File: src/sv/circle_outline_span_generator_macros.svh
// Assertion macros for the circle outline span generator.
// Included by cosg_datapath, which carries the concurrent checks; needs clk and rst_n in scope.
`ifndef CIRCLE_OUTLINE_SPAN_GENERATOR_MACROS_SVH
`define CIRCLE_OUTLINE_SPAN_GENERATOR_MACROS_SVH

// Same-cycle implication, checked only out of reset
`define COSG_ASSERT_NOW(label, ante, cons, msg) \
  label: assert property (@(posedge clk) disable iff (!rst_n) (ante) |-> (cons)) \
    else $error(msg);

// Next-cycle implication, checked only out of reset
`define COSG_ASSERT_NEXT(label, ante, cons, msg) \
  label: assert property (@(posedge clk) disable iff (!rst_n) (ante) |=> (cons)) \
    else $error(msg);

`endif

File: src/sv/cosg_pkg.sv
// Shared types and constants of the circle outline span generator.
// No dependencies; used by all modules of the block.
package cosg_pkg;

  // Field widths
  localparam int COORD_W  = 12;
  localparam int RADIUS_W = 5;
  localparam int COLOR_W  = 8;
  localparam int ALPHA_W  = 8;
  localparam int SPAN_W   = 14;
  localparam int WIDTH_W  = 6;
  localparam int PSIZE_W  = 9;
  localparam int CFG_W    = 12;
  localparam int CFG_IDX_W = 2;

  // Stream payload widths, padded to whole bytes
  localparam int IN_TDATA_W  = 48;
  localparam int OUT_TDATA_W = 56;

  // Square root unit: operand width and first trial bit (power of four)
  localparam int SQRT_W = 10;
  localparam logic [SQRT_W-1:0] SQRT_FIRST_BIT = 10'd256;

  // Configuration register indexes
  localparam logic [CFG_IDX_W-1:0] CFG_OFFSET_X     = 2'd0;
  localparam logic [CFG_IDX_W-1:0] CFG_OFFSET_Y     = 2'd1;
  localparam logic [CFG_IDX_W-1:0] CFG_PALETTE_SIZE = 2'd2;

  // Controller to datapath
  typedef struct packed {
    logic       capture;     // latch a new request
    logic       sqrt_start;  // start half-width of the next row
    logic       row_next;    // advance to the next row
    logic       emit;        // load one span into the output register
    logic [1:0] slot;        // span position within the row
  } cmd_t;

  // Datapath to controller
  typedef struct packed {
    logic first_row;
    logic last_row;
    logic sqrt_done;
    logic out_free;
  } status_t;

endpackage

File: src/sv/cosg_isqrt.sv
// Iterative integer square root, one root bit per cycle.
// Depends on cosg_pkg.
module cosg_isqrt (
  input  logic                        clk,
  input  logic                        rst_n,
  input  logic                        start,
  input  logic [cosg_pkg::SQRT_W-1:0] operand,
  output logic                        done,
  output logic [cosg_pkg::RADIUS_W-1:0] root
);

  logic [cosg_pkg::SQRT_W-1:0] rem_r, rem_nxt;
  logic [cosg_pkg::SQRT_W-1:0] root_r, root_nxt;
  logic [cosg_pkg::SQRT_W-1:0] bit_r, bit_nxt;
  logic [cosg_pkg::SQRT_W-1:0] trial;
  logic                        busy_r, busy_nxt;
  logic                        done_r, done_nxt;

  // One restoring step of the digit-by-digit root
  always_comb begin
    trial    = root_r + bit_r;
    rem_nxt  = rem_r;
    root_nxt = root_r;
    bit_nxt  = bit_r;
    busy_nxt = busy_r;
    done_nxt = 1'b0;
    if (start) begin
      rem_nxt  = operand;
      root_nxt = '0;
      bit_nxt  = cosg_pkg::SQRT_FIRST_BIT;
      busy_nxt = 1'b1;
    end else if (busy_r) begin
      if (rem_r >= trial) begin
        rem_nxt  = rem_r - trial;
        root_nxt = (root_r >> 1) + bit_r;
      end else begin
        root_nxt = root_r >> 1;
      end
      bit_nxt = bit_r >> 2;
      if (bit_r == {{(cosg_pkg::SQRT_W-1){1'b0}}, 1'b1}) begin
        busy_nxt = 1'b0;
        done_nxt = 1'b1;
      end
    end
  end

  always_ff @(posedge clk) begin
    if (!rst_n) begin
      busy_r <= 1'b0;
      done_r <= 1'b0;
      rem_r  <= '0;
      root_r <= '0;
      bit_r  <= '0;
    end else begin
      busy_r <= busy_nxt;
      done_r <= done_nxt;
      rem_r  <= rem_nxt;
      root_r <= root_nxt;
      bit_r  <= bit_nxt;
    end
  end

  assign done = done_r;
  assign root = root_r[cosg_pkg::RADIUS_W-1:0];

endmodule

File: src/sv/cosg_datapath.sv
// Datapath: configuration registers, latched request, row values and output register.
// Depends on cosg_pkg, cosg_isqrt and the assertion macro header.
`include "circle_outline_span_generator_macros.svh"

module cosg_datapath #(
  parameter int MAX_RADIUS = 16
) (
  input  logic                                clk,
  input  logic                                rst_n,
  input  cosg_pkg::cmd_t                      cmd,
  output cosg_pkg::status_t                   status,
  input  logic [cosg_pkg::IN_TDATA_W-1:0]     in_tdata,
  input  logic                                cfg_we,
  input  logic [cosg_pkg::CFG_IDX_W-1:0]      cfg_index,
  input  logic [cosg_pkg::CFG_W-1:0]          cfg_wdata,
  output logic                                out_tvalid,
  input  logic                                out_tready,
  output logic [cosg_pkg::OUT_TDATA_W-1:0]    out_tdata,
  output logic                                out_tlast
);

  localparam int CW = cosg_pkg::COORD_W;
  localparam int RW = cosg_pkg::RADIUS_W;
  localparam int SW = cosg_pkg::SPAN_W;

  // Configuration
  logic [CW-1:0]                 off_x_r, off_y_r;
  logic [cosg_pkg::PSIZE_W-1:0]  psize_r;

  // Latched request
  logic [CW-1:0]                 cx_r, cy_r;
  logic [RW-1:0]                 rad_r;
  logic [2*RW-1:0]               rsq_r;
  logic [cosg_pkg::COLOR_W-1:0]  pidx_r;
  logic                          pempty_r;
  logic [cosg_pkg::ALPHA_W-1:0]  alpha_r;

  // Row state
  logic [RW-1:0]                 row_r, dx_r, dxn_r;

  // Output register
  logic                          out_valid_r;
  logic [SW-1:0]                 span_x_r, span_y_r;
  logic [cosg_pkg::WIDTH_W-1:0]  span_width_r;
  logic [cosg_pkg::COLOR_W-1:0]  span_pidx_r;
  logic                          span_pempty_r;
  logic [cosg_pkg::ALPHA_W-1:0]  span_alpha_r;
  logic                          span_last_r;

  // Request fields
  logic [CW-1:0]                 in_cx, in_cy;
  logic [RW-1:0]                 in_rad, rad_sat;
  logic [cosg_pkg::COLOR_W-1:0]  in_color, pidx_calc;
  logic [cosg_pkg::ALPHA_W-1:0]  in_alpha;
  logic [cosg_pkg::PSIZE_W-1:0]  psize_m1;

  // Row arithmetic
  logic [RW-1:0]                 row_p1, thick;
  logic [2*RW-1:0]               next_sq;
  logic [cosg_pkg::SQRT_W-1:0]   sqrt_work;
  logic                          sq_done;
  logic [RW-1:0]                 sq_root;
  logic                          first_row, last_row, out_free;
  logic [SW-1:0]                 cx14, cy14, offx14, offy14, dx14, row14, thick14;
  logic [SW-1:0]                 left_x, right_x, top_y, bot_y, sel_x, sel_y;
  logic [cosg_pkg::WIDTH_W-1:0]  sel_width;

  assign in_cx    = in_tdata[11:0];
  assign in_cy    = in_tdata[23:12];
  assign in_rad   = in_tdata[28:24];
  assign in_color = in_tdata[36:29];
  assign in_alpha = in_tdata[44:37];

  // Saturate the radius and clamp the color index below the palette size
  assign rad_sat  = (in_rad > RW'(MAX_RADIUS)) ? RW'(MAX_RADIUS) : in_rad;
  assign psize_m1 = psize_r - 9'd1;
  assign pidx_calc = ({1'b0, in_color} < psize_m1) ? in_color : psize_m1[7:0];

  // Hold configuration
  always_ff @(posedge clk) begin
    if (!rst_n) begin
      off_x_r <= '0;
      off_y_r <= '0;
      psize_r <= '0;
    end else if (cfg_we) begin
      case (cfg_index)
        cosg_pkg::CFG_OFFSET_X:     off_x_r <= cfg_wdata[CW-1:0];
        cosg_pkg::CFG_OFFSET_Y:     off_y_r <= cfg_wdata[CW-1:0];
        cosg_pkg::CFG_PALETTE_SIZE: psize_r <= cfg_wdata[cosg_pkg::PSIZE_W-1:0];
        default: ;
      endcase
    end
  end

  // Operand of the next row's half width: r*r - (dy+1)^2
  assign row_p1    = row_r + 5'd1;
  assign next_sq   = (2*RW)'(row_p1) * (2*RW)'(row_p1);
  assign sqrt_work = rsq_r - next_sq;

  cosg_isqrt u_isqrt (
    .clk     (clk),
    .rst_n   (rst_n),
    .start   (cmd.sqrt_start),
    .operand (sqrt_work),
    .done    (sq_done),
    .root    (sq_root)
  );

  // Latch request, advance rows, capture root
  always_ff @(posedge clk) begin
    if (!rst_n) begin
      row_r <= '0;
      dx_r  <= '0;
      dxn_r <= '0;
      rad_r <= '0;
    end else begin
      if (cmd.capture) begin
        row_r <= '0;
        dx_r  <= rad_sat;
        rad_r <= rad_sat;
      end else if (cmd.row_next) begin
        row_r <= row_p1;
        dx_r  <= dxn_r;
      end
      if (sq_done) begin
        dxn_r <= sq_root;
      end
    end
  end

  always_ff @(posedge clk) begin
    if (cmd.capture) begin
      cx_r     <= in_cx;
      cy_r     <= in_cy;
      rsq_r    <= (2*RW)'(rad_sat) * (2*RW)'(rad_sat);
      pidx_r   <= (psize_r == '0) ? '0 : pidx_calc;
      pempty_r <= (psize_r == '0);
      alpha_r  <= in_alpha;
    end
  end

  assign first_row = (row_r == '0);
  assign last_row  = (row_r == rad_r);
  assign thick     = (dx_r > dxn_r + 5'd1) ? (dx_r - dxn_r) : 5'd1;

  // Span geometry in 14-bit two's complement
  assign cx14    = {{(SW-CW){cx_r[CW-1]}}, cx_r};
  assign cy14    = {{(SW-CW){cy_r[CW-1]}}, cy_r};
  assign offx14  = {{(SW-CW){off_x_r[CW-1]}}, off_x_r};
  assign offy14  = {{(SW-CW){off_y_r[CW-1]}}, off_y_r};
  assign dx14    = SW'(dx_r);
  assign row14   = SW'(row_r);
  assign thick14 = SW'(thick);
  assign left_x  = cx14 - dx14 + offx14;
  assign right_x = cx14 + dx14 - thick14 + offx14;
  assign top_y   = cy14 - row14 + offy14;
  assign bot_y   = cy14 + row14 + offy14;

  // Pick the span for this slot
  always_comb begin
    if (last_row) begin
      sel_x     = left_x;
      sel_y     = cmd.slot[0] ? bot_y : top_y;
      sel_width = {dx_r, 1'b0};
    end else begin
      sel_x     = cmd.slot[0] ? right_x : left_x;
      sel_y     = cmd.slot[1] ? bot_y : top_y;
      sel_width = cosg_pkg::WIDTH_W'(thick);
    end
  end

  assign out_free = !out_valid_r || out_tready;

  // Load the output register, drop it after the transfer
  always_ff @(posedge clk) begin
    if (!rst_n) begin
      out_valid_r <= 1'b0;
    end else if (cmd.emit) begin
      out_valid_r <= 1'b1;
    end else if (out_tready) begin
      out_valid_r <= 1'b0;
    end
  end

  always_ff @(posedge clk) begin
    if (cmd.emit) begin
      span_x_r      <= sel_x;
      span_y_r      <= sel_y;
      span_width_r  <= sel_width;
      span_pidx_r   <= pidx_r;
      span_pempty_r <= pempty_r;
      span_alpha_r  <= alpha_r;
      span_last_r   <= last_row && cmd.slot[0];
    end
  end

  assign status.first_row = first_row;
  assign status.last_row  = last_row;
  assign status.sqrt_done = sq_done;
  assign status.out_free  = out_free;

  assign out_tvalid = out_valid_r;
  assign out_tlast  = span_last_r;
  assign out_tdata  = {5'd0, span_alpha_r, span_pempty_r, span_pidx_r, span_width_r,
                       span_y_r, span_x_r};

  `COSG_ASSERT_NOW(a_emit_into_free, cmd.emit, !out_valid_r || out_tready, "span over pending")
  `COSG_ASSERT_NOW(a_root_not_wider, sq_done, sq_root <= dx_r, "next row wider than this row")
  `COSG_ASSERT_NOW(a_row_in_range, 1'b1, row_r <= rad_r, "row index beyond radius")

endmodule

File: src/sv/cosg_ctrl.sv
// Controller: walks the rows of a circle and the span slots of each row.
// Depends on cosg_pkg.
module cosg_ctrl (
  input  logic              clk,
  input  logic              rst_n,
  input  logic              in_tvalid,
  output logic              in_tready,
  input  cosg_pkg::status_t status,
  output cosg_pkg::cmd_t    cmd
);

  typedef enum logic [1:0] {ST_IDLE, ST_ROW, ST_SQRT, ST_EMIT} state_t;

  state_t     state_r, state_nxt;
  logic [1:0] slot_r, slot_nxt;
  logic [1:0] last_slot;

  // Edge rows carry two spans, middle rows four
  assign last_slot = (status.first_row || status.last_row) ? 2'd1 : 2'd3;

  always_comb begin
    state_nxt      = state_r;
    slot_nxt       = slot_r;
    cmd.capture    = 1'b0;
    cmd.sqrt_start = 1'b0;
    cmd.row_next   = 1'b0;
    cmd.emit       = 1'b0;
    cmd.slot       = slot_r;
    case (state_r)
      ST_IDLE: begin
        if (in_tvalid) begin
          cmd.capture = 1'b1;
          state_nxt   = ST_ROW;
        end
      end
      ST_ROW: begin
        slot_nxt = 2'd0;
        if (status.last_row) begin
          state_nxt = ST_EMIT;
        end else begin
          cmd.sqrt_start = 1'b1;
          state_nxt      = ST_SQRT;
        end
      end
      ST_SQRT: begin
        if (status.sqrt_done) begin
          state_nxt = ST_EMIT;
        end
      end
      ST_EMIT: begin
        if (status.out_free) begin
          cmd.emit = 1'b1;
          if (slot_r == last_slot) begin
            slot_nxt = 2'd0;
            if (status.last_row) begin
              state_nxt = ST_IDLE;
            end else begin
              cmd.row_next = 1'b1;
              state_nxt    = ST_ROW;
            end
          end else begin
            slot_nxt = slot_r + 2'd1;
          end
        end
      end
      default: begin
        state_nxt = ST_IDLE;
      end
    endcase
  end

  // Hold state and slot
  always_ff @(posedge clk) begin
    if (!rst_n) begin
      state_r <= ST_IDLE;
      slot_r  <= 2'd0;
    end else begin
      state_r <= state_nxt;
      slot_r  <= slot_nxt;
    end
  end

  assign in_tready = (state_r == ST_IDLE);

endmodule

File: src/sv/circle_outline_span_generator.sv
// Circle outline span generator: turns circle requests into one-pixel-high spans.
// Channels: in_* takes one request per transfer; out_* gives one span per transfer,
// out_tlast marks the final span of a circle. cfg_* writes the column offset (0), the
// row offset (1) and the palette entry count (2); write only while no circle is in flight.
// A circle of radius r > 0 gives 4*r spans, radius 0 gives two spans of width 0;
// radii above MAX_RADIUS saturate.
// Sequence: each row but the last passes through a setup state and the iterative
// square root, then emits its spans in turn, pausing while the receiver stalls; the
// last row goes from its setup state straight to its two spans.
// The single square root unit, one root bit per cycle, sets the row time.
// After a request transfer the first span is loaded once the setup state and, for
// r > 0, the square root have passed.
// A new request is taken once the last span of the previous circle sits in the
// output register; a receiver stall holds the output register and pauses span
// generation. Synchronous active-low reset empties the output register, returns
// the controller to idle and clears the configuration registers to zero.
// Depends on cosg_pkg, cosg_ctrl, cosg_datapath and cosg_isqrt.
module circle_outline_span_generator #(
  parameter int MAX_RADIUS = 16
) (
  input  logic                                clk,
  input  logic                                rst_n,
  // center_x[11:0], center_y[23:12], radius[28:24], color_index[36:29], alpha[44:37]
  input  logic [cosg_pkg::IN_TDATA_W-1:0]     in_tdata,
  input  logic                                in_tvalid,
  output logic                                in_tready,
  // span_x[13:0], span_y[27:14], span_width[33:28], palette_index[41:34],
  // palette_empty[42], span_alpha[50:43]
  output logic [cosg_pkg::OUT_TDATA_W-1:0]    out_tdata,
  output logic                                out_tlast,
  output logic                                out_tvalid,
  input  logic                                out_tready,
  input  logic                                cfg_we,
  input  logic [cosg_pkg::CFG_IDX_W-1:0]      cfg_index,
  input  logic [cosg_pkg::CFG_W-1:0]          cfg_wdata
);

  cosg_pkg::cmd_t    cmd;
  cosg_pkg::status_t status;

  cosg_ctrl u_ctrl (
    .clk       (clk),
    .rst_n     (rst_n),
    .in_tvalid (in_tvalid),
    .in_tready (in_tready),
    .status    (status),
    .cmd       (cmd)
  );

  cosg_datapath #(
    .MAX_RADIUS (MAX_RADIUS)
  ) u_datapath (
    .clk        (clk),
    .rst_n      (rst_n),
    .cmd        (cmd),
    .status     (status),
    .in_tdata   (in_tdata),
    .cfg_we     (cfg_we),
    .cfg_index  (cfg_index),
    .cfg_wdata  (cfg_wdata),
    .out_tvalid (out_tvalid),
    .out_tready (out_tready),
    .out_tdata  (out_tdata),
    .out_tlast  (out_tlast)
  );

endmodule
File: config.mk
export PLATFORM = sky130hd
export DESIGN_NAME = circle_outline_span_generator
export DESIGN_NICKNAME = d
export VERILOG_FILES = /design/src/sv/cosg_pkg.sv /design/src/sv/cosg_isqrt.sv /design/src/sv/cosg_datapath.sv /design/src/sv/cosg_ctrl.sv /design/src/sv/circle_outline_span_generator.sv
export VERILOG_INCLUDE_DIRS = /design/src /design/src/sv
export SDC_FILE = /design/constraint.sdc
export NUM_CORES = 1
export LEC_CHECK = 0
export BUFFER_PORTS_ARGS = -buffer_cell sky130_fd_sc_hd__buf_2
export CORE_MARGIN = 2
export CORE_UTILIZATION = 40
export DETAILED_ROUTE_END_ITERATION = 10
export GPL_TIMING_DRIVEN = 0
export HOLD_SLACK_MARGIN = 0.02
export PLACE_DENSITY = 0.62
export SETUP_SLACK_MARGIN = 0.4
export SYNTH_ARGS = -nofsm -noshare
export SYNTH_HDL_FRONTEND = slang
export SYNTH_SLANG_ARGS = --single-unit
File: constraint.sdc
create_clock -name clk -period 4.6 [get_ports clk]
set_input_delay 0.23 -clock clk [delete_from_list [all_inputs] [get_ports clk]]
set_output_delay 0.23 -clock clk [all_outputs]
set_load 0.005 [all_outputs]
* Word level (Yosys, flattened, before mapping)
Index checks and enable logic that the tools add are counted.
** Storage, ports and cells
- Register bits after elaboration :: 188
- Bits of input ports :: 67
- Output and inout bits :: 59
** Cells by class
- Magnitude comparators :: 4
- $mul :: 2
- Equality and inequality tests :: 12
- Mux-type cells :: 41
- Bitwise operators :: 2
- Reduce and logical (&&, ||, !) cells :: 22
- Add/subtract/negate cells :: 18
** Operators by type and width (number)
- 14-bit 2-to-1 mux :: 5
- 14-bit adder :: 4
- 10-bit 2-to-1 mux :: 4
- 12-bit by 6-bit adder with 13-bit output :: 2
- 12-bit by 6-bit subtractor with 13-bit output :: 2
- 5-bit 2-to-1 mux :: 5
- 5-bit by 5-bit multiplier with 10-bit output :: 2
- 10-bit subtractor :: 2
- 2-bit 2-to-1 mux :: 9
- 9-bit 2-to-1 mux :: 2
- 14-bit by 5-bit subtractor with 14-bit output :: 1
- 1-bit 2-to-1 mux :: 13
- 10-bit by 9-bit adder with 10-bit output :: 1
- 5-bit by 1-bit adder with 5-bit output, second input constant :: 2
- 9-bit by 9-bit adder with 10-bit output :: 1
- 10-bit >= comparator :: 1
- 2-bit AND reduction :: 5
- 2-bit nonzero test :: 5
- 9-bit logical NOT :: 1
- 8-bit by 9-bit less-than comparator with 1-bit output :: 1
- 9-bit by 1-bit subtractor with 9-bit output, second input constant :: 1
- 8-bit 2-to-1 mux :: 1
- 2-bit case mux with 4 select lines :: 1
- 2-bit equality test, second input constant :: 3
- other kinds (20) :: 27

* Longest topological paths before layout
Gate-level depths: netlist (run 1).
- Depth in word-level cells :: 9
- Gate-level depth with buffers :: 19
- Depth with buffers taken out :: 19

* Modules after synthesis
From an unflattened synthesis (run 1), not the netlist that was laid out.
** Second synthesis, totals
- Cells, all modules :: 1399
- Area, all modules :: 13623.1 sq um
** By module, submodules not included
- cosg_datapath :: seq. area each 4144.0 sq um, area each 11111.9 sq um, instances 1, cells an instance 1110
- cosg_isqrt :: seq. area each 540.5 sq um, area each 2175.8 sq um, instances 1, cells an instance 249
- cosg_ctrl :: seq. area each 80.1 sq um, area each 335.3 sq um, instances 1, cells an instance 40

* Worst setup path before layout (run 1)
Ideal clock, no wire load.
- Kind :: flip-flop to flip-flop
- From :: reg u_datapath.dxn_r[1]
- To :: reg u_datapath.span_x_r[10], data pin
- Clock period less this slack :: 4176 ps
- Stages on the path, launching flop included :: 18
- Path slack :: 424 ps
- Arrival :: 3906 ps
- Cells stage by stage :: dfxtp_1 ha_1 nand3_1 xor2_1 ha_1 nand3_1 o21ai_0 o21a_1 nand2_1 fa_1 ha_1 nor2b_1 o31a_1 or4_1 a31oi_1 o21ai_0 xnor2_1 mux2i_1
** On the way
- Word-level cells in the longest chain between the ends :: 7
- Elaborated cells on any way between the ends :: 8
- Classes of those cells :: add/sub: 4; order compare: 1; mux: 3
** RTL lines
- start: declaration :: line cosg_datapath.sv:39 : logic [RW-1:0] row_r, dx_r, dxn_r;
- start signal: assignment :: line cosg_datapath.sv:126 : dxn_r <= sq_root;
- 5-bit by 1-bit adder with 5-bit output :: line cosg_datapath.sv:144 : assign thick = (dx_r > dxn_r + 5'd1) ? (dx_r - dxn_r) : 5'd1;
- 5-bit greater-than comparator :: line cosg_datapath.sv:144
- 5-bit 2-to-1 mux (*) :: line cosg_datapath.sv:144
- 14-bit by 5-bit subtractor with 14-bit output (*) :: line cosg_datapath.sv:155 : assign right_x = cx14 + dx14 - thick14 + offx14;
- 14-bit adder (*) :: line cosg_datapath.sv:155
- 14-bit 2-to-1 mux (*) :: line cosg_datapath.sv:166 : sel_x = cmd.slot[0] ? right_x : left_x;
- 14-bit 2-to-1 mux (*) :: line cosg_datapath.sv:161 : if (last_row) begin
- via u_datapath.sel_x[10] :: line cosg_datapath.sv:65 : logic [SW-1:0] left_x, right_x, top_y, bot_y, sel_x, sel_y;
- end signal: assignment :: line cosg_datapath.sv:187 : span_x_r <= sel_x;
- end: declaration :: line cosg_datapath.sv:43 : logic [SW-1:0] span_x_r, span_y_r;
The timed path passes the listed nets; every way through them passes the cells marked *.
A chain may end at the register's enable or synchronous reset.

* Worst setup path in the final report (run 1)
- From :: reg u_datapath.dxn_r[0]
- To :: reg u_datapath.span_x_r[12], data pin
Same word-level chain as after synthesis.

==> reports/summary.txt, run 1 <==
run status -> complete, no violations
Clk pwr share -> 0.180
H-Tree Depth -> 4
GRT busiest layer -> met2
Comb pwr share -> 0.526
dpl cells -> 2000
Final Cycle Share -> 0.892
final setup fails -> 0
Port Buf Inserts -> 116
CP Class -> reg2reg
Max VDD drop -> 311 µV
worst slew pin tran -> 0.713 ns
grt met1 use -> 0.235
Die Area -> 35200 µm²
Detail Route Antenna Nets -> 0
fraction of the mapped netlist area in simple logic gates -> 0.132
post-synthesis area per instance -> 9.45 µm²
Seq cells post-synth -> 187
share of cells above drive strength 1 -> 0.158
max_slew headroom -> 0.524
Max Root-Sink Buffers -> 2
Pre-Repair DR Iteration Count -> 6
Nets -> 1872
worst path cell trace -> ha_4 -> nand3_2 -> xor2_1 -> ha_1 -> nand3_2 -> o21ai_2 -> o21a_2 -> buf_6 -> nand2_4 -> fa_1 -> ha_4 -> nor2b_4 -> o31a_1 -> or4_4 -> a31oi_4 -> o21ai_1 -> xnor2_1 -> mux2i_1
final slew viol count -> 0
synth warn -> 0
Core ar. -> 33400 µm²
synthesized area -> 13500 µm²
Slowest cell on crit path -> fa_1
Via density -> 5.03
P_leak -> 6.92 nW
Syn Inst Count -> 1427
Avg WL per Cell -> 14.8 µm
endpoint type of the worst setup path -> flop
largest net degree at the start of global routing -> 44
largest family of logic cells by synthesized area -> adder cells
post-DP HPWL -> 23900 µm
Compound-Gate Fraction of Synth Area -> 0.141
Fin. Hold Viols -> 0
Non-Filler Instances -> 2083
CTS tree -> built
Setup Skew -> 0.0194 ns
I/O pin cnt -> 126
Layout Area Growth over Synthesis -> 18.5%
GRT Total Usage -> 0.176
Fill cells -> 3163
Sw Pwr -> 3.01 mW
Post-synth EDFFs -> 102
number of max-cap violations -> 0
CP arrival -> 4.28 ns
vias -> 10500
# diodes -> 0
Initial Utilization -> 0.404
HP Class -> in2reg
final wirelength -> 30900 µm
sequential element share of the synthesized area -> 0.353
Root Buffer -> clkbuf_16
switching part of the total -> 0.395
Required @ worst endpoint -> 4.77 ns
FMAX -> 244 MHz
clock latency on the worst-skew pair -> 0.45 ns
hold depth -> 3
Num CTS Buffers -> 17
XOR/XNOR Fraction of Synth Area -> 0.0916
vias in the first global route -> 10100
Reg clk slew, reported paths -> 0.07 ns
global route overflow -> 0
Power, Total -> 7.61 mW
post-synthesis mux area share -> 0.0441
global-route wire length before repair -> 50300 µm
GPL Wtd Cong -> 0.882
DIE HEIGHT -> 188 µm
row cnt -> 67
Post-route DRC -> 0
antenna violations before repair -> 0
critical path startpoint category -> flop
Synth Flop Type -> edfxtp_1
count of different cell masters after synthesis -> 72
Sink Count -> 187
Post-synth ARST share -> 0
Power Dens Cells -> 476 nW/µm²
GR Util met2 -> 0.296
Adder-Cell Fraction of Synth Area -> 0.184
Critical Path Fanout Max -> 5
Seq pwr share -> 0.295
DRT iter0 DRCs -> 597
GR Util met3 -> 0.0271
r2r worst-path depth -> 18
RSZ-0062 raised after global routing -> yes
crit path time final -> 4.10 ns
Max stage delay on crit path -> 0.54 ns
Die Width -> 188 µm
Internal Power -> 4.60 mW
cell usage after synthesis (all sizes together) (3+ instances only):
| cell type | number | share of area |
|---|---|---|
| ha | 157 | 0.15 |
| nor2 | 137 | 0.038 |
| inv | 123 | 0.034 |
| a21oi | 112 | 0.042 |
| edfxtp | 102 | 0.23 |
| nand2 | 95 | 0.027 |
| xnor2 | 87 | 0.057 |
| dfxtp | 85 | 0.13 |
| o21ai | 73 | 0.027 |
| mux2i | 56 | 0.042 |
| xor2 | 54 | 0.035 |
| nand3 | 38 | 0.014 |
| a21o | 27 | 0.015 |
| clkbuf | 26 | 0.0072 |
| fa | 26 | 0.039 |
| buf | 24 | 0.012 |
| nand2b | 21 | 0.0097 |
| nor2b | 18 | 0.0084 |
| a211oi | 17 | 0.0095 |
| a31oi | 16 | 0.0074 |
| nor3 | 15 | 0.0072 |
| o21a | 12 | 0.0067 |
| o21bai | 12 | 0.0067 |
| and2 | 11 | 0.0053 |
| nand4 | 9 | 0.0042 |
| nor4 | 6 | 0.0039 |
| o22ai | 6 | 0.0028 |
| a31o | 5 | 0.0032 |
| nand3b | 5 | 0.0028 |
| o211ai | 5 | 0.0028 |
| nor4b | 4 | 0.0042 |
| or3 | 4 | 0.0022 |
| a2111o | 3 | 0.0025 |
| a21boi | 3 | 0.0017 |
| mux2 | 3 | 0.0025 |
| o31ai | 3 | 0.0017 |
| or2 | 3 | 0.0014 |
critical path: cells and delay by family, from the launching register on:
| kind | cells | cell delay (ns) |
|---|---|---|
| buffers and inverters | 1 | 0.11 |
| multiplexers | 1 | 0.08 |
| adder cells (fa/ha/maj) | 4 | 1.24 |
| AND/OR/NAND/NOR | 5 | 0.76 |
| AO/OA/AOI/OAI | 5 | 0.98 |
| flip-flops | 1 | 0.38 |
| XOR/XNOR | 2 | 0.29 |
metal layers:
layer	wire (µm)	share of wire
met1	14700	0.48
met2	14600	0.47
met3	1070	0.035
met4	500	0.016
met5	0	0
sequential cells by signal (all words and copies together), names as in the netlist, 6 cells and up:
name / flops
u_datapath.span_x_r: 14
u_datapath.span_y_r: 14
u_datapath.cx_r: 12
u_datapath.cy_r: 12
u_datapath.off_x_r: 12
u_datapath.off_y_r: 12
u_datapath.u_isqrt.rem_r: 10
u_datapath.u_isqrt.root_r: 10
u_datapath.psize_r: 9
u_datapath.rsq_r: 9
u_datapath.alpha_r: 8
u_datapath.pidx_r: 8
u_datapath.span_alpha_r: 8
u_datapath.span_pidx_r: 8
u_datapath.span_width_r: 6
power groups by stage:
stage          combinational (mW)  sequential, mW  clock, mW
2_1_floorplan                2.74            2.24          0
4_1_cts                      3.72            2.24       1.41
5_1_grt                      4.44            2.27       1.46
3_5_place_dp                 3.51            2.28          0
6_report                     4.00            2.24       1.37
3_3_place_gp                 3.43            2.29          0
metrics by stage:
stage	area [µm²]	setup WS, ns	util	setup TNS (ns)	hold slack (ns)
after floorplan	13500	0.424	-	0	0.329
after global placement	14600	-0.0964	0.439	-0.208	0.401
after detailed placement	14700	-0.105	0.440	-0.294	0.405
after CTS	15700	0.387	0.469	0	0.0583
after global routing	16000	0.301	0.479	0	0.0639
final	16000	0.496	0.479	0	0.0763
worst paths after layout:
check	startpoint	to	slack (ns)
worst max-delay path	u_datapath.dxn_r[0]	u_datapath.span_x_r[12]	0.50
worst min-delay path	cfg_wdata[8]	u_datapath.off_x_r[8]	0.08
worst max register to register	u_datapath.dxn_r[0]	u_datapath.span_x_r[12]	0.50
worst min register to register	u_datapath.pidx_r[4]	u_datapath.span_pidx_r[4]	0.42
cell type report:
class / instances / area, µm² / share of cell area
buffer: 50 / 263 / 0.0164
clock buffer: 19 / 433 / 0.0271
clock inverter: 13 / 93.8 / 0.00587
inverter: 123 / 465 / 0.0291
multi-input combinational: 1074 / 8280 / 0.518
sequential: 187 / 4790 / 0.300
tap: 448 / 561 / 0.0351
timing repair buffer: 169 / 1090 / 0.0685
cells in the final DEF, fill, tap and decap left out, types with 7 or more instances in the layout:
cell type / n
xor2_1: 53
fa_1: 25
edfxtp_1: 102
buf_4: 27
a21oi_1: 106
a211oi_1: 15
clkbuf_1: 27
conb_1: 8
o21bai_1: 11
a31oi_1: 15
ha_4: 7
inv_1: 119
dlygate4sd3_1: 32
o21a_1: 11
o21ai_0: 63
nand2_1: 92
nand3_1: 34
dfxtp_1: 76
xnor2_1: 85
nor2b_1: 17
clkbuf_16: 17
nand2b_1: 20
ha_1: 150
mux2i_1: 56
nand4_1: 9
a21o_1: 27
buf_2: 122
nor3_1: 12
and2_1: 10
nor2_1: 136
cell families (layout without fill, tap and decap cells):
logic type / Yosys count / after routing
compound gates: 310 / 310
xor+xnor: 141 / 141
fa+ha+maj: 183 / 183
buf+inv: 173 / 374
flops: 187 / 187
mux: 59 / 59
other cells: 1 / 8
simple gates: 373 / 373
repair_timing:
item | 4_1_cts | 5_1_grt
hold endpoints to repair | 32 | 0
resized for setup | 23 | 50
pin swaps | 5 | 20
endpoints found under the setup margin | 10 | 10
hold buffers | 32 | 0
setup buffers | 2 | 17
gates cloned | 0 | 0
No activity file was read; power rests on OpenSTA's default activity.
==> run 2, diff against run 1 <==
--- a/config.mk
+++ b/config.mk
@@ -7,7 +7,7 @@
 export NUM_CORES = 1
 export LEC_CHECK = 0
 export BUFFER_PORTS_ARGS = -buffer_cell sky130_fd_sc_hd__buf_2
-export CORE_MARGIN = 2
+export CORE_MARGIN = 5
 export CORE_UTILIZATION = 40
 export DETAILED_ROUTE_END_ITERATION = 10
 export GPL_TIMING_DRIVEN = 0
@@ -17,3 +17,4 @@
 export SYNTH_ARGS = -nofsm -noshare
 export SYNTH_HDL_FRONTEND = slang
 export SYNTH_SLANG_ARGS = --single-unit
+export TNS_END_PERCENT = 5
==> reports/summary.txt, run 2 (synthesized netlist as in run 1, its figures left out) <==
run status -> complete, no violations
Die Area -> 37500 µm²
global-route wire length before repair -> 52000 µm
critical path startpoint category -> flop
CTS tree -> built
Sink Count -> 187
largest net degree at the start of global routing -> 43
Reg clk slew, reported paths -> 0.08 ns
global route overflow -> 0
final wirelength -> 31700 µm
Critical Path Fanout Max -> 6
clock latency on the worst-skew pair -> 0.44 ns
Max Root-Sink Buffers -> 2
Layout Area Growth over Synthesis -> 19.1%
worst path cell trace -> ha_4 -> nand3_1 -> xor2_1 -> ha_1 -> nand3_2 -> o21ai_2 -> o21a_4 -> nand2_1 -> fa_1 -> ha_4 -> o21ai_0 -> o211ai_1 -> buf_4 -> a41oi_4 -> o31ai_2 -> a21oi_2 -> xnor2_2 -> a31oi_1
final setup fails -> 0
Core ar. -> 33400 µm²
DRT iter0 DRCs -> 569
Avg WL per Cell -> 15.2 µm
Min Hold Slack -> 0.0734 ns
antenna violations before repair -> 0
Power Dens Cells -> 485 nW/µm²
H-Tree Depth -> 4
vias -> 10500
Via density -> 5.04
Seq pwr share -> 0.287
Sw Pwr -> 3.10 mW
number of max-cap violations -> 0
row cnt -> 67
switching part of the total -> 0.398
setup TNS -> 0 ns
HP Class -> in2reg
Initial Utilization -> 0.404
Clk pwr share -> 0.191
highest-count cells in the layout ignoring fill and taps -> ha_1, nor2_1, buf_2
CP Class -> reg2reg
Required @ worst endpoint -> 4.75 ns
most frequent cell on the critical path -> ha_4
final slew viol count -> 0
Post-route DRC -> 0
Final Cycle Share -> 0.901
Comb pwr share -> 0.522
endpoint type of the worst setup path -> flop
Slowest cell on crit path -> fa_1
post-DP HPWL -> 24500 µm
max_slew headroom -> 0.532
Regs by FF count -> u_datapath.span_x_r (14), u_datapath.span_y_r (14)
RSZ-0062 raised after global routing -> yes
P_leak -> 6.96 nW
I/O pin cnt -> 126
Detail Route Antenna Nets -> 0
FMAX -> 241 MHz
Die Width -> 194 µm
GPL Wtd Cong -> 0.861
Pre-Repair DR Iteration Count -> 5
Internal Power -> 4.70 mW
Port Buf Inserts -> 116
share of cells above drive strength 1 -> 0.162
Final Util -> 0.481
Setup Skew -> 0.0169 ns
Max stage delay on crit path -> 0.55 ns
CP arrival -> 4.29 ns
crit path time final -> 4.14 ns
Num CTS Buffers -> 17
DIE HEIGHT -> 194 µm
GRT Total Usage -> 0.167
worst slew pin tran -> 0.702 ns
Root Buffer -> clkbuf_16
Nets -> 1873
Fin. Hold Viols -> 0
vias in the first global route -> 10300
commonest non-fill, non-tap cell in the layout -> ha_1
Max VDD drop -> 319 µV
-- run 2: power groups by stage --
stage | Clock [mW] | Combinational [mW] | Sequential [mW]
floorplan | 0 | 2.74 | 2.24
global placement | 0 | 3.43 | 2.29
detailed placement | 0 | 3.52 | 2.28
CTS | 1.52 | 3.79 | 2.24
global route | 1.60 | 4.56 | 2.27
finish | 1.49 | 4.07 | 2.24
-- run 2: path summary, 6_finish.rpt --
kind | from | endpoint | slack [ns] | cells past startpoint
worst max-delay path | u_datapath.dxn_r[0] | u_datapath.span_x_r[13] | 0.46 | 18
worst min register to register | u_datapath.alpha_r[5] | u_datapath.span_alpha_r[5] | 0.42 | 0
worst min-delay path | cfg_wdata[1] | u_datapath.off_x_r[1] | 0.07 | 3
worst max register to register | u_datapath.dxn_r[0] | u_datapath.span_x_r[13] | 0.46 | 18
-- run 2: critical path, delay by kind of cell (launching register included) --
kind / cells / cell delay [ns]
AND/OR/NAND/NOR: 3 / 0.29
buffers and inverters: 1 / 0.17
AO/OA/AOI/OAI: 8 / 1.30
adder cells (fa/ha/maj): 4 / 1.35
flip-flops: 1 / 0.39
XOR/XNOR: 2 / 0.35
-- run 2: area by class of cell --
| class | instances | area [µm²] |
|---|---|---|
| sequential | 187 | 4780 |
| clock inverter | 14 | 150 |
| fill | 3198 | 17300 |
| timing repair buffer | 170 | 1090 |
| multi-input combinational | 1074 | 8290 |
| clock buffer | 18 | 450 |
| buffer | 50 | 264 |
| inverter | 123 | 465 |
| antenna | 2 | 5.00 |
| tap | 448 | 561 |
-- run 2: through the flow --
stage                     worst slack (ns)  total power, mW  std cells  instance area (µm²)
final                                0.457             7.80       2086                16100
after CTS                            0.302             7.56       2071                15800
after floorplan                      0.424             4.98       1434                13500
after global routing                 0.252             8.43       2084                16100
after detailed placement            -0.200             5.80       2000                14700
after global placement              -0.170             5.72       1998                14600
-- run 2: routing by layer --
layer,vias to the layer above,part of all wire,track usage,routed length [µm]
met3,33,0.039,0.0252,1220
met2,218,0.48,0.283,15100
li1,5357,-,-,-
met5,-,0,0,0
met4,0,0.015,0.0414,475
met1,4906,0.47,0.225,14900
-- run 2: what timing repair did --
action                                  4_1_cts  5_1_grt
hold buffers                                 32        0
endpoints found under the setup margin       10       15
setup buffers                                 7       13
pin swaps                                    10       25
hold endpoints to repair                     32        0
resized for setup                            23       44
